[src/hdl/cstp_pkg.sv]
// Shared types and constants for the call stack time profiler.
`timescale 1ns / 1ps
`default_nettype none
package cstp_pkg;

   localparam int ADDR_FIELD_W      = 48;
   localparam int TIME_W            = 64;
   localparam int MAX_DEPTH_W       = 9;
   localparam int CSR_DATA_W        = 32;
   localparam int CSR_ADDR_W        = 3;
   localparam int OVF_W             = 32;
   localparam int STACK_DEPTH_DEF   = 256;
   localparam int ADDR_BITS_DEF     = 48;

   // register indexes
   localparam logic CSR_ENABLE      = 1'b0;
   localparam logic CSR_MAX_DEPTH   = 1'b1;

   // event kinds
   localparam logic MODE_ENTER      = 1'b0;
   localparam logic MODE_EXIT       = 1'b1;

   // add/subtract unit operations
   localparam logic OP_ADD          = 1'b0;
   localparam logic OP_SUB          = 1'b1;

   typedef struct packed {
      logic                    mode;
      logic [ADDR_FIELD_W-1:0] func_addr;
      logic [TIME_W-1:0]       timestamp;
   } req_type;

   typedef struct packed {
      logic [ADDR_FIELD_W-1:0] done_addr;
      logic [TIME_W-1:0]       total_time;
      logic [TIME_W-1:0]       self_time;
   } rsp_type;

   typedef struct packed {
      logic rd_en;     // registered read of one frame
      logic push_en;   // write a whole new frame
      logic child_en;  // update child time only
   } mem_ctl_type;

endpackage
`default_nettype wire

[src/hdl/cstp_addsub.sv]
// Shared 64-bit add/subtract unit with carry out.
`timescale 1ns / 1ps
`default_nettype none
module cstp_addsub (
   input  wire logic [cstp_pkg::TIME_W-1:0] a,
   input  wire logic [cstp_pkg::TIME_W-1:0] b,
   input  wire logic                        op,
   output logic      [cstp_pkg::TIME_W-1:0] sum,
   output logic                             carry
);
   import cstp_pkg::*;

   logic [TIME_W:0] full;

   // carry set on subtract means a >= b
   assign full  = {1'b0, a} + {1'b0, b ^ {TIME_W{op == OP_SUB}}} + (TIME_W+1)'(op == OP_SUB);
   assign sum   = full[TIME_W-1:0];
   assign carry = full[TIME_W];

endmodule
`default_nettype wire

[config.mk]
export PLATFORM = sky130hd
export DESIGN_NAME = cstp_addsub
export DESIGN_NICKNAME = d
export VERILOG_FILES = /design/src/hdl/cstp_pkg.sv /design/src/hdl/cstp_addsub.sv
export SDC_FILE = /design/constraint.sdc
export NUM_CORES = 1
export LEC_CHECK = 0
export BUFFER_PORTS_ARGS = -buffer_cell sky130_fd_sc_hd__buf_2
export CAP_MARGIN = 20
export CORE_MARGIN = 3
export CORE_UTILIZATION = 51
export DETAILED_ROUTE_END_ITERATION = 6
export GPL_TIMING_DRIVEN = 0
export PLACE_DENSITY = 0.89
export REMOVE_ABC_BUFFERS = 1
export SLEW_MARGIN = 10
export SYNTH_ARGS = -nofsm -noshare
export SYNTH_HDL_FRONTEND = slang
export SYNTH_SLANG_ARGS = --single-unit
[constraint.sdc]
create_clock -name vclk -period 6.2
set_input_delay 1.24 -clock vclk [all_inputs]
set_output_delay 1.24 -clock vclk [all_outputs]
set_load 0.05 [all_outputs]
==> results of run 1 <==
-- critical path, cell delays in order --
cell and delay [ns]:
buf_12 0.21, buf_16 0.20, xor2_1 0.22, inv_1 0.09, fa_1 0.44, nor2b_1 0.19
o21bai_2 0.12, a2111oi_4 0.40, o31ai_1 0.14, a31oi_1 0.31, a21boi_0 0.28, o21ai_1 0.29
a21oi_1 0.12, xnor2_1 0.14, buf_2 0.28
-- cells in the mapped netlist (all sizes together) (6+ instances only) --
library cell	number	area (µm²)
nor2	38	145
a211oi	6	62.6
xnor2	37	324
nor3	7	40.0
ha	69	863
buf	12	62.6
o21ai	38	198
o21bai	12	93.8
inv	20	75.1
nand4	15	100
nand3	10	50.1
a31oi	8	56.3
o31ai	6	50.1
and2	7	43.8
xor2	86	753
a2111oi	6	77.6
nand2	61	229
a21o	35	267
clkbuf	10	40.0
a21oi	82	410
-- area by class of cell --
| class | count | area (µm²) | share of cell area, % |
|---|---|---|---|
| Multi-Input combinational cell | 592 | 4350 | 77.2 |
| Inverter | 20 | 75.1 | 1.33 |
| Timing Repair Buffer | 200 | 1080 | 19.1 |
| Tap cell | 105 | 131 | 2.33 |
-- cells by family (layout without fill, tap and decap cells) --
logic type,after synthesis,count (layout)
compound gates,228,228
xor+xnor,123,123
fa+ha+maj,70,70
buf+inv,44,220
mux,2,2
simple gates,169,169
-- layer usage --
| metal | track usage, % | share of wire (%) | vias to the layer above |
|---|---|---|---|
| met5 | 0 | 0 | - |
| met4 | 5.39 | 2.3 | 0 |
| met3 | 1.94 | 6.4 | 24 |
| met2 | 46.2 | 49 | 212 |
| met1 | 33.0 | 43 | 2427 |
| li1 | - | - | 2690 |
-- final timing paths --
check | start | endpoint | slack (ns) | cells past startpoint
worst min-delay path | b[0] | sum[0] | 2.84 | 3
worst max-delay path | op | sum[26] | 0.26 | 15
-- per-stage QoR --
step	utilization [%]	setup TNS, ns
floorplan	-	0
global placement	65.4	-20.66
detailed placement	65.7	-1.26
CTS	66.0	0
global route	66.9	0
finish	66.9	0
-- what timing repair did --
item,4_1_cts,5_1_grt
endpoints found under the setup margin,11,16
cloned,0,1
buffers inserted,2,1
gates resized for setup,3,7
pin swaps,1,1
-- power by group through the flow --
stage               logic [W]  registers [W]  clock network [W]
CTS                   0.00140              0                  0
finish                0.00142              0                  0
detailed placement    0.00139              0                  0
global route          0.00151              0                  0
floorplan             0.00107              0                  0
global placement      0.00137              0                  0
-- cell usage in the layout, fill, tap and decap left out, types with 3 or more instances in the layout --
master / instances
a311oi_2: 3
or3_1: 3
nand2_1: 61
and2_1: 7
and3_1: 3
xnor2_1: 37
inv_1: 20
a21o_2: 3
o211ai_1: 3
nor3_1: 6
o31ai_1: 5
o21ai_1: 3
nand4_1: 14
nor4_1: 5
a211oi_1: 4
a21boi_0: 5
xor2_1: 86
o21a_1: 5
a2111oi_0: 4
buf_2: 191
o21bai_1: 11
nand3_1: 9
a21o_1: 32
ha_1: 69
nand2b_1: 5
a21oi_1: 82
nor2_1: 37
a31oi_1: 7
o21ai_0: 33
nor2b_1: 4
buf_4: 3
==> flow_summary.ini, run 1 <==
[run_status]
outcome = complete, no violations

[die]
rows = 33
die_x_um = 101
initial_core_util_pct = 54.1
pin_count = 194
core-area_um2 = 8420
die_h_um = 101
dieArea_um2 = 10100

[global_route]
grt_overflow = 0
grt_pass1_vias = 4918
antenna_found_initial = 0
grt_max_degree = 35
track_usage_pct = 25.5
grt_pass1_wl_mm = 22.0

[detailed_routing]
route.detailed.drc = 0
routed_via_density = 5.84
wl_per_cell_um = 15.3
drt_wl_total_mm = 14.0
drtPass1Iterations = 5
vias = 5353
dr.first_iter.drc_count = 221
postRouteAntennaNets = 0

[placed_design]
placed_cell_area_um2 = 5530
dp_cells = 912
dp.final_hpwl_mm = 11.8
io_buffers = 194
pre_cts_ws_ns = -0.253
gp_congestion = 0.980

[critical_path]
arrival_ns = 4.70
crit_path_start_kind = input port
worstPathMaxFanout = 32
crit_type = in2out
worstPathRequired_ns = 4.96
endpoint_kind = output pin

[pwr]
p_per_area_nw_per_um2 = 251
p_switching_w = 0.000999
combPwrFrac_pct = 100.0
ir_worst_vdd_uv = 175
internal_power_w = 0.000417
seq_power_share_pct = 0
switching_share_pct = 70.5
power_w = 0.00142
clkPwrFrac_pct = 0
leakagePower_nw = 2.84

[synthesis]
synth_mux_area_share_pct = 0.440
synth_cell_types = 71
syn-mean-instance-area_um2 = 7.16
synth_cells = 636
synthAdderAreaFrac_pct = 19.4
ys_seq_area_share_pct = 0
ys.warnings.count = 0
syn-cell-area_um2 = 4550
synth_top_family_by_area = compound AO/OA/AOI/OAI gates
synth-simple-area-share_pct = 18.2
synth-xor-area-share_pct = 23.7
synth-compound-area-share_pct = 33.5

[timing]
max_slew_margin_pct = 52.3
tightest_slew_ns = 0.697
finalWorstPathRequiredPeriod_ns = 5.94
setup_viol = 0
rsz0062_at_grt = no
slew_viol_final = 0
fmax_mhz = 168
finalCritPeriodShare_pct = 95.7
hold_violations = 0
layout_setup_ws_ns = 0.265
timing.hold.ws_ns = 2.84

[layout]
fillerInstances = 795
regArea_um2 = 0
instances_no_fill = 917
area_delta_synth_final_pct = 23.8
seq_cell_count = 0
finalInstanceArea_um2 = 5640
diodes = 0
clock_buffers = 0
drive_gt1_share_pct = 28.1
nets = 1013

[clock_network]
ctsHoldBuffers = 0

[hold_path]
hold_class = in2out

[job]
cap_viol_max_count = 0
No activity file was read; power rests on OpenSTA's default activity.
==> run 2, diff against run 1 <==
--- a/config.mk
+++ b/config.mk
@@ -5,13 +5,14 @@
 export SDC_FILE = /design/constraint.sdc
 export NUM_CORES = 1
 export LEC_CHECK = 0
-export BUFFER_PORTS_ARGS = -buffer_cell sky130_fd_sc_hd__buf_2
+export ABC_AREA = 1
 export CAP_MARGIN = 20
 export CORE_MARGIN = 3
-export CORE_UTILIZATION = 51
+export CORE_UTILIZATION = 57
 export DETAILED_ROUTE_END_ITERATION = 6
+export DONT_BUFFER_PORTS = 1
 export GPL_TIMING_DRIVEN = 0
-export PLACE_DENSITY = 0.89
+export PLACE_DENSITY = 0.76
 export REMOVE_ABC_BUFFERS = 1
 export SLEW_MARGIN = 10
 export SYNTH_ARGS = -nofsm -noshare
==> constraint.sdc (replaced) <==
create_clock -name vclk -period 6.2
set_input_delay 1.24 -clock vclk [all_inputs]
set_output_delay 1.24 -clock vclk [all_outputs]
set_load 0.01 [all_outputs]
==> flow_summary.ini, run 2 <==
[run_status]
outcome = complete, no violations

[layout]
final_util_pct = 61.4
diodes = 0
area_delta_synth_final_pct = 2.07
layout_commonest_cell = nand2_1
nets = 1382
regArea_um2 = 0
seq_cell_count = 0
multi_input_area_um2 = 5160
fillerInstances = 1111
final_cell_mix = 446 x nand2_1, 221 x inv_1, 101 x nor2_1
clock_buffers = 0
drive_gt1_share_pct = 3.73

[hold_path]
min_path_cells = 1
hold_start = b[0]
hold_class = in2out
hold_end = sum[0]

[timing]
finalCritPeriodShare_pct = 72.7
slew_viol_final = 0
max_slew_margin_pct = 64.2
setup_viol = 0
hold_violations = 0
fmax_mhz = 222
finalWorstPathRequiredPeriod_ns = 4.51
tns_ns = 0
tightest_slew_ns = 0.531
rsz0062_at_grt = no

[pwr]
power_w = 0.000920
internal_power_w = 0.000277
p_per_area_nw_per_um2 = 149
seq_power_share_pct = 0
clkPwrFrac_pct = 0
p_switching_w = 0.000644
leakagePower_nw = 3.69
combPwrFrac_pct = 100.0
switching_share_pct = 70.0
ir_worst_vdd_uv = 100

[placed_design]
gp_congestion = 1.02
dp.final_hpwl_mm = 18.0
io_buffers = 0

[clock_network]
post_cts_resized = 0
cts_setup_buffers = 0
ctsHoldBuffers = 0

[critical_path]
worstPathCellList = inv_1, nand2_2, nand2_2, inv_1, fa_1, nand3b_1, nand2_1, nand2_1, nand2_1, nand2_1, nand2_2, nand2_1, nand2_1, nand2_1, nand2_1, nand2_1, nand2_1
arrival_ns = 3.27
crit_path_start_kind = input port
crit_top_cell = nand2_1
endpoint_kind = output pin
worst_path_largest_cell_delay_ns = 0.39
crit_type = in2out
cp_top_family = simple AND/OR/NAND/NOR gates
worstPathRequired_ns = 4.96
cp_slowest_cell = fa_1
crit_buf_inv = 2
worstPathMaxFanout = 4

[global_route]
antenna_found_initial = 0
grt_pass1_vias = 6415
grt_overflow = 0
grt-busiest-layer = met2
grt_max_degree = 65
track_usage_pct = 33.1
met1_usage_pct = 46.6
grt_pass1_wl_mm = 31.4
global_route.usage.met3_pct = 5.62
grt_use_met2_pct = 53.3

[synthesis]
synthAdderAreaFrac_pct = 14.6
netlist.area_leader.share_pct = 27.7
ys_seq_area_share_pct = 0
synth_mux_area_share_pct = 0
syn-mean-instance-area_um2 = 5.09
synth-simple-area-share_pct = 44.5
synth_cells = 1188
ys.warnings.count = 0
synth_area_leaders = nand2_1 28%, ha_1 14%, inv_1 14%
synth_common_cells = 446 x nand2_1, 221 x inv_1, 101 x nor2_1
synth_largest_area_cell = nand2_1
synth.most_common_cell = nand2_1
synth_top_family_by_area = simple AND/OR/NAND/NOR gates
syn-cell-area_um2 = 6040
synth-compound-area-share_pct = 12.5
synth_cell_types = 31
synth-xor-area-share_pct = 13.8

[detailed_routing]
postRouteAntennaNets = 0
drt_wl_total_mm = 20.1
dr.first_iter.drc_count = 560
wl_per_cell_um = 15.3
route.detailed.drc = 0
routed_via_density = 5.40
drtPass1Iterations = 5
vias = 7101

[die]
rows = 36
core-area_um2 = 10000
pin_count = 194
die_x_um = 109
initial_core_util_pct = 60.2
dieArea_um2 = 11900
die_h_um = 109

[job]
cap_viol_max_count = 0
[run 2: changes by cell type after synthesis, moves of 11 or more]
cell / delta
nand2_1: +385
nand3_1: +36
nor2_2: +13
inv_1: +201
nand2_2: +16
nor2_1: +64
nand4_1: -11
xnor2_1: -35
a21o_1: -31
[run 2: kinds of logic after synthesis]
group	after synthesis
buf+inv	231
compound gates	140
fa+ha+maj	70
simple gates	652
xor+xnor	95
[run 2: worst max-delay path by stage]
stage          slack, ns       to  cells past startpoint  from
4_1_cts             1.74  sum[60]                     17  b[0]
3_3_place_gp        1.75  sum[60]                     12    op
3_5_place_dp        1.75  sum[52]                     17  b[0]
6_report            1.69  sum[52]                     17  b[0]
2_1_floorplan       2.16  sum[50]                     17  b[0]
5_1_grt             1.49  sum[36]                     17  b[0]
[run 2: per-stage QoR]
stage	hold WS (ns)	worst slack, ns	cells	cell area [µm²]
6_report	2.56	1.69	1314	6170
5_1_grt	2.56	1.49	1314	6170
4_1_cts	2.56	1.74	1314	6170
3_5_place_dp	2.56	1.75	1314	6170
3_3_place_gp	2.56	1.75	1314	6170
2_1_floorplan	2.56	2.16	1181	6000
[run 2: power by group through the flow]
stage	combinational [W]	sequential, W	clock, W
6_report	0.000920	0	0
5_1_grt	0.00102	0	0
2_1_floorplan	0.000685	0	0
3_3_place_gp	0.000897	0	0
3_5_place_dp	0.000900	0	0
4_1_cts	0.000905	0	0
[run 2: layout make-up]
type,count,share of cell area (%)
Multi-Input combinational cell,957,83.7
Tap cell,133,2.70
Inverter,224,13.6
[run 2: metal layers]
| metal | routed length, µm | vias to the layer above |
|---|---|---|
| met1 | 8810 | 3121 |
| met4 | 346 | 0 |
| li1 | - | 3634 |
| met2 | 8750 | 318 |
| met5 | 0 | - |
| met3 | 2190 | 28 |
==> run 3, diff against run 2 <==
--- a/config.mk
+++ b/config.mk
@@ -5,14 +5,14 @@
 export SDC_FILE = /design/constraint.sdc
 export NUM_CORES = 1
 export LEC_CHECK = 0
-export ABC_AREA = 1
+export ABC_AREA = 0
 export CAP_MARGIN = 20
 export CORE_MARGIN = 3
 export CORE_UTILIZATION = 57
 export DETAILED_ROUTE_END_ITERATION = 6
 export DONT_BUFFER_PORTS = 1
 export GPL_TIMING_DRIVEN = 0
-export PLACE_DENSITY = 0.76
+export PLACE_DENSITY = 0.79
 export REMOVE_ABC_BUFFERS = 1
 export SLEW_MARGIN = 10
 export SYNTH_ARGS = -nofsm -noshare
==> constraint.sdc (replaced) <==
create_clock -name vclk -period 4
set_input_delay 0.8 -clock vclk [all_inputs]
set_output_delay 0.8 -clock vclk [all_outputs]
set_load 0.01 [all_outputs]
==> flow_summary.ini, run 3 (same netlist as run 1, synthesis figures left out) <==
[die]
die_h_um = 95.4
rows = 31
dieArea_um2 = 9100
core-area_um2 = 7490
initial_core_util_pct = 60.8
die_x_um = 95.4
pin_count = 194

[layout]
finalInstanceArea_um2 = 5680
final_cell_mix = 79 x xor2_1, 67 x a21oi_1, 59 x nand2_1
clock_buffers = 0
layout_commonest_cell = xor2_1
final_util_pct = 75.8
seq_cell_count = 0
nets = 865
regArea_um2 = 0
fillerInstances = 578
area_delta_synth_final_pct = 24.6
drive_gt1_share_pct = 26.4
diodes = 0

[placed_design]
gp_congestion = 0.939
placed_cell_area_um2 = 4540
io_buffers = 0
dp.final_hpwl_mm = 11.3

[detailed_routing]
route.detailed.drc = 0
drtPass1Iterations = 7
wl_per_cell_um = 20.6
drt_wl_total_mm = 15.7
postRouteAntennaNets = 0
vias = 5117
dr.first_iter.drc_count = 260
routed_via_density = 6.71

[critical_path]
worstPathMaxFanout = 64
crit_top_cell = buf_6
worstPathCellList = xor2_1, ha_1, o21a_1, nand4_1, a2111oi_4, o2111ai_2, nand3_2, a311oi_2, a211oi_4, buf_6, buf_6, buf_6, xor2_4
endpoint_kind = output pin
arrival_ns = 3.45
crit_path_start_kind = input port
worstPathRequired_ns = 3.20
cp_slowest_cell = a2111oi_4
critPathLaunch = op
worst_path_largest_cell_delay_ns = 0.44
crit_type = in2out

[timing]
layout_setup_ws_ns = -0.247
rsz0062_at_grt = yes
setup_viol = 29
max_slew_margin_pct = 62.1
finalWorstPathRequiredPeriod_ns = 4.25
finalCritPeriodShare_pct = 106
timing.hold.ws_ns = 1.69
slew_viol_final = 0
hold_violations = 0
tightest_slew_ns = 0.563
fmax_mhz = 235
tns_ns = -3.37

[hold_path]
hold_start = b[0]
hold_class = in2out

[global_route]
track_usage_pct = 30.0
grt_pass1_wl_mm = 22.6
grt_pass1_vias = 4878
antenna_found_initial = 0
grt_overflow = 0
grt_max_degree = 65

[pwr]
p_per_area_nw_per_um2 = 284
power_w = 0.00161
leakagePower_nw = 2.43
ir_worst_vdd_uv = 162

[run_status]
violations = negative setup slack
outcome = finished with violations

[job]
cap_viol_max_count = 0
[run 3: layer usage]
layer / GRT usage [%] / routed length [µm]
met4: 7.94 / 569
met3: 4.34 / 1310
met1: 36.7 / 6210
met5: 0 / 0
met2: 54.4 / 7630
[run 3: final timing paths]
kind | cells after the start | slack [ns] | end
worst max-delay path | 13 | -0.25 | sum[54]
worst min-delay path | 1 | 1.69 | sum[0]
[run 3: cell type report]
cell class / count / area, µm² / share of cell area (%)
inverter: 20 / 75.1 / 1.32
multi-input combinational: 592 / 5070 / 89.3
tap: 99 / 124 / 2.18
timing repair buffer: 52 / 409 / 7.21
[run 3: repair_timing]
action,CTS,global route
resized for setup,84,60
hold endpoints to repair,0,0
hold buffers,0,0
pin swaps,42,22
buffers inserted,32,19
setup endpoints to repair,37,38
[run 3: where the power goes]
part	internal [W]	leakage, nW	total (W)	switching, W
Combinational	0.000655	2.43	0.00161	0.000955
Clock	0	0	0	0
Sequential	0	0	0	0
[run 3: worst max-delay path, delay by kind of cell]
kind | cells | cell delay, ns
simple gates | 2 | 0.35
compound gates | 5 | 1.20
fa+ha+maj | 1 | 0.35
buf+inv | 3 | 0.38
xor+xnor | 2 | 0.34
[run 3: stage by stage]
step	cells	setup slack [ns]
global placement	711	-0.583
CTS	744	-0.212
global route	763	-0.331
floorplan	612	-0.0798
finish	763	-0.247
detailed placement	712	-0.601
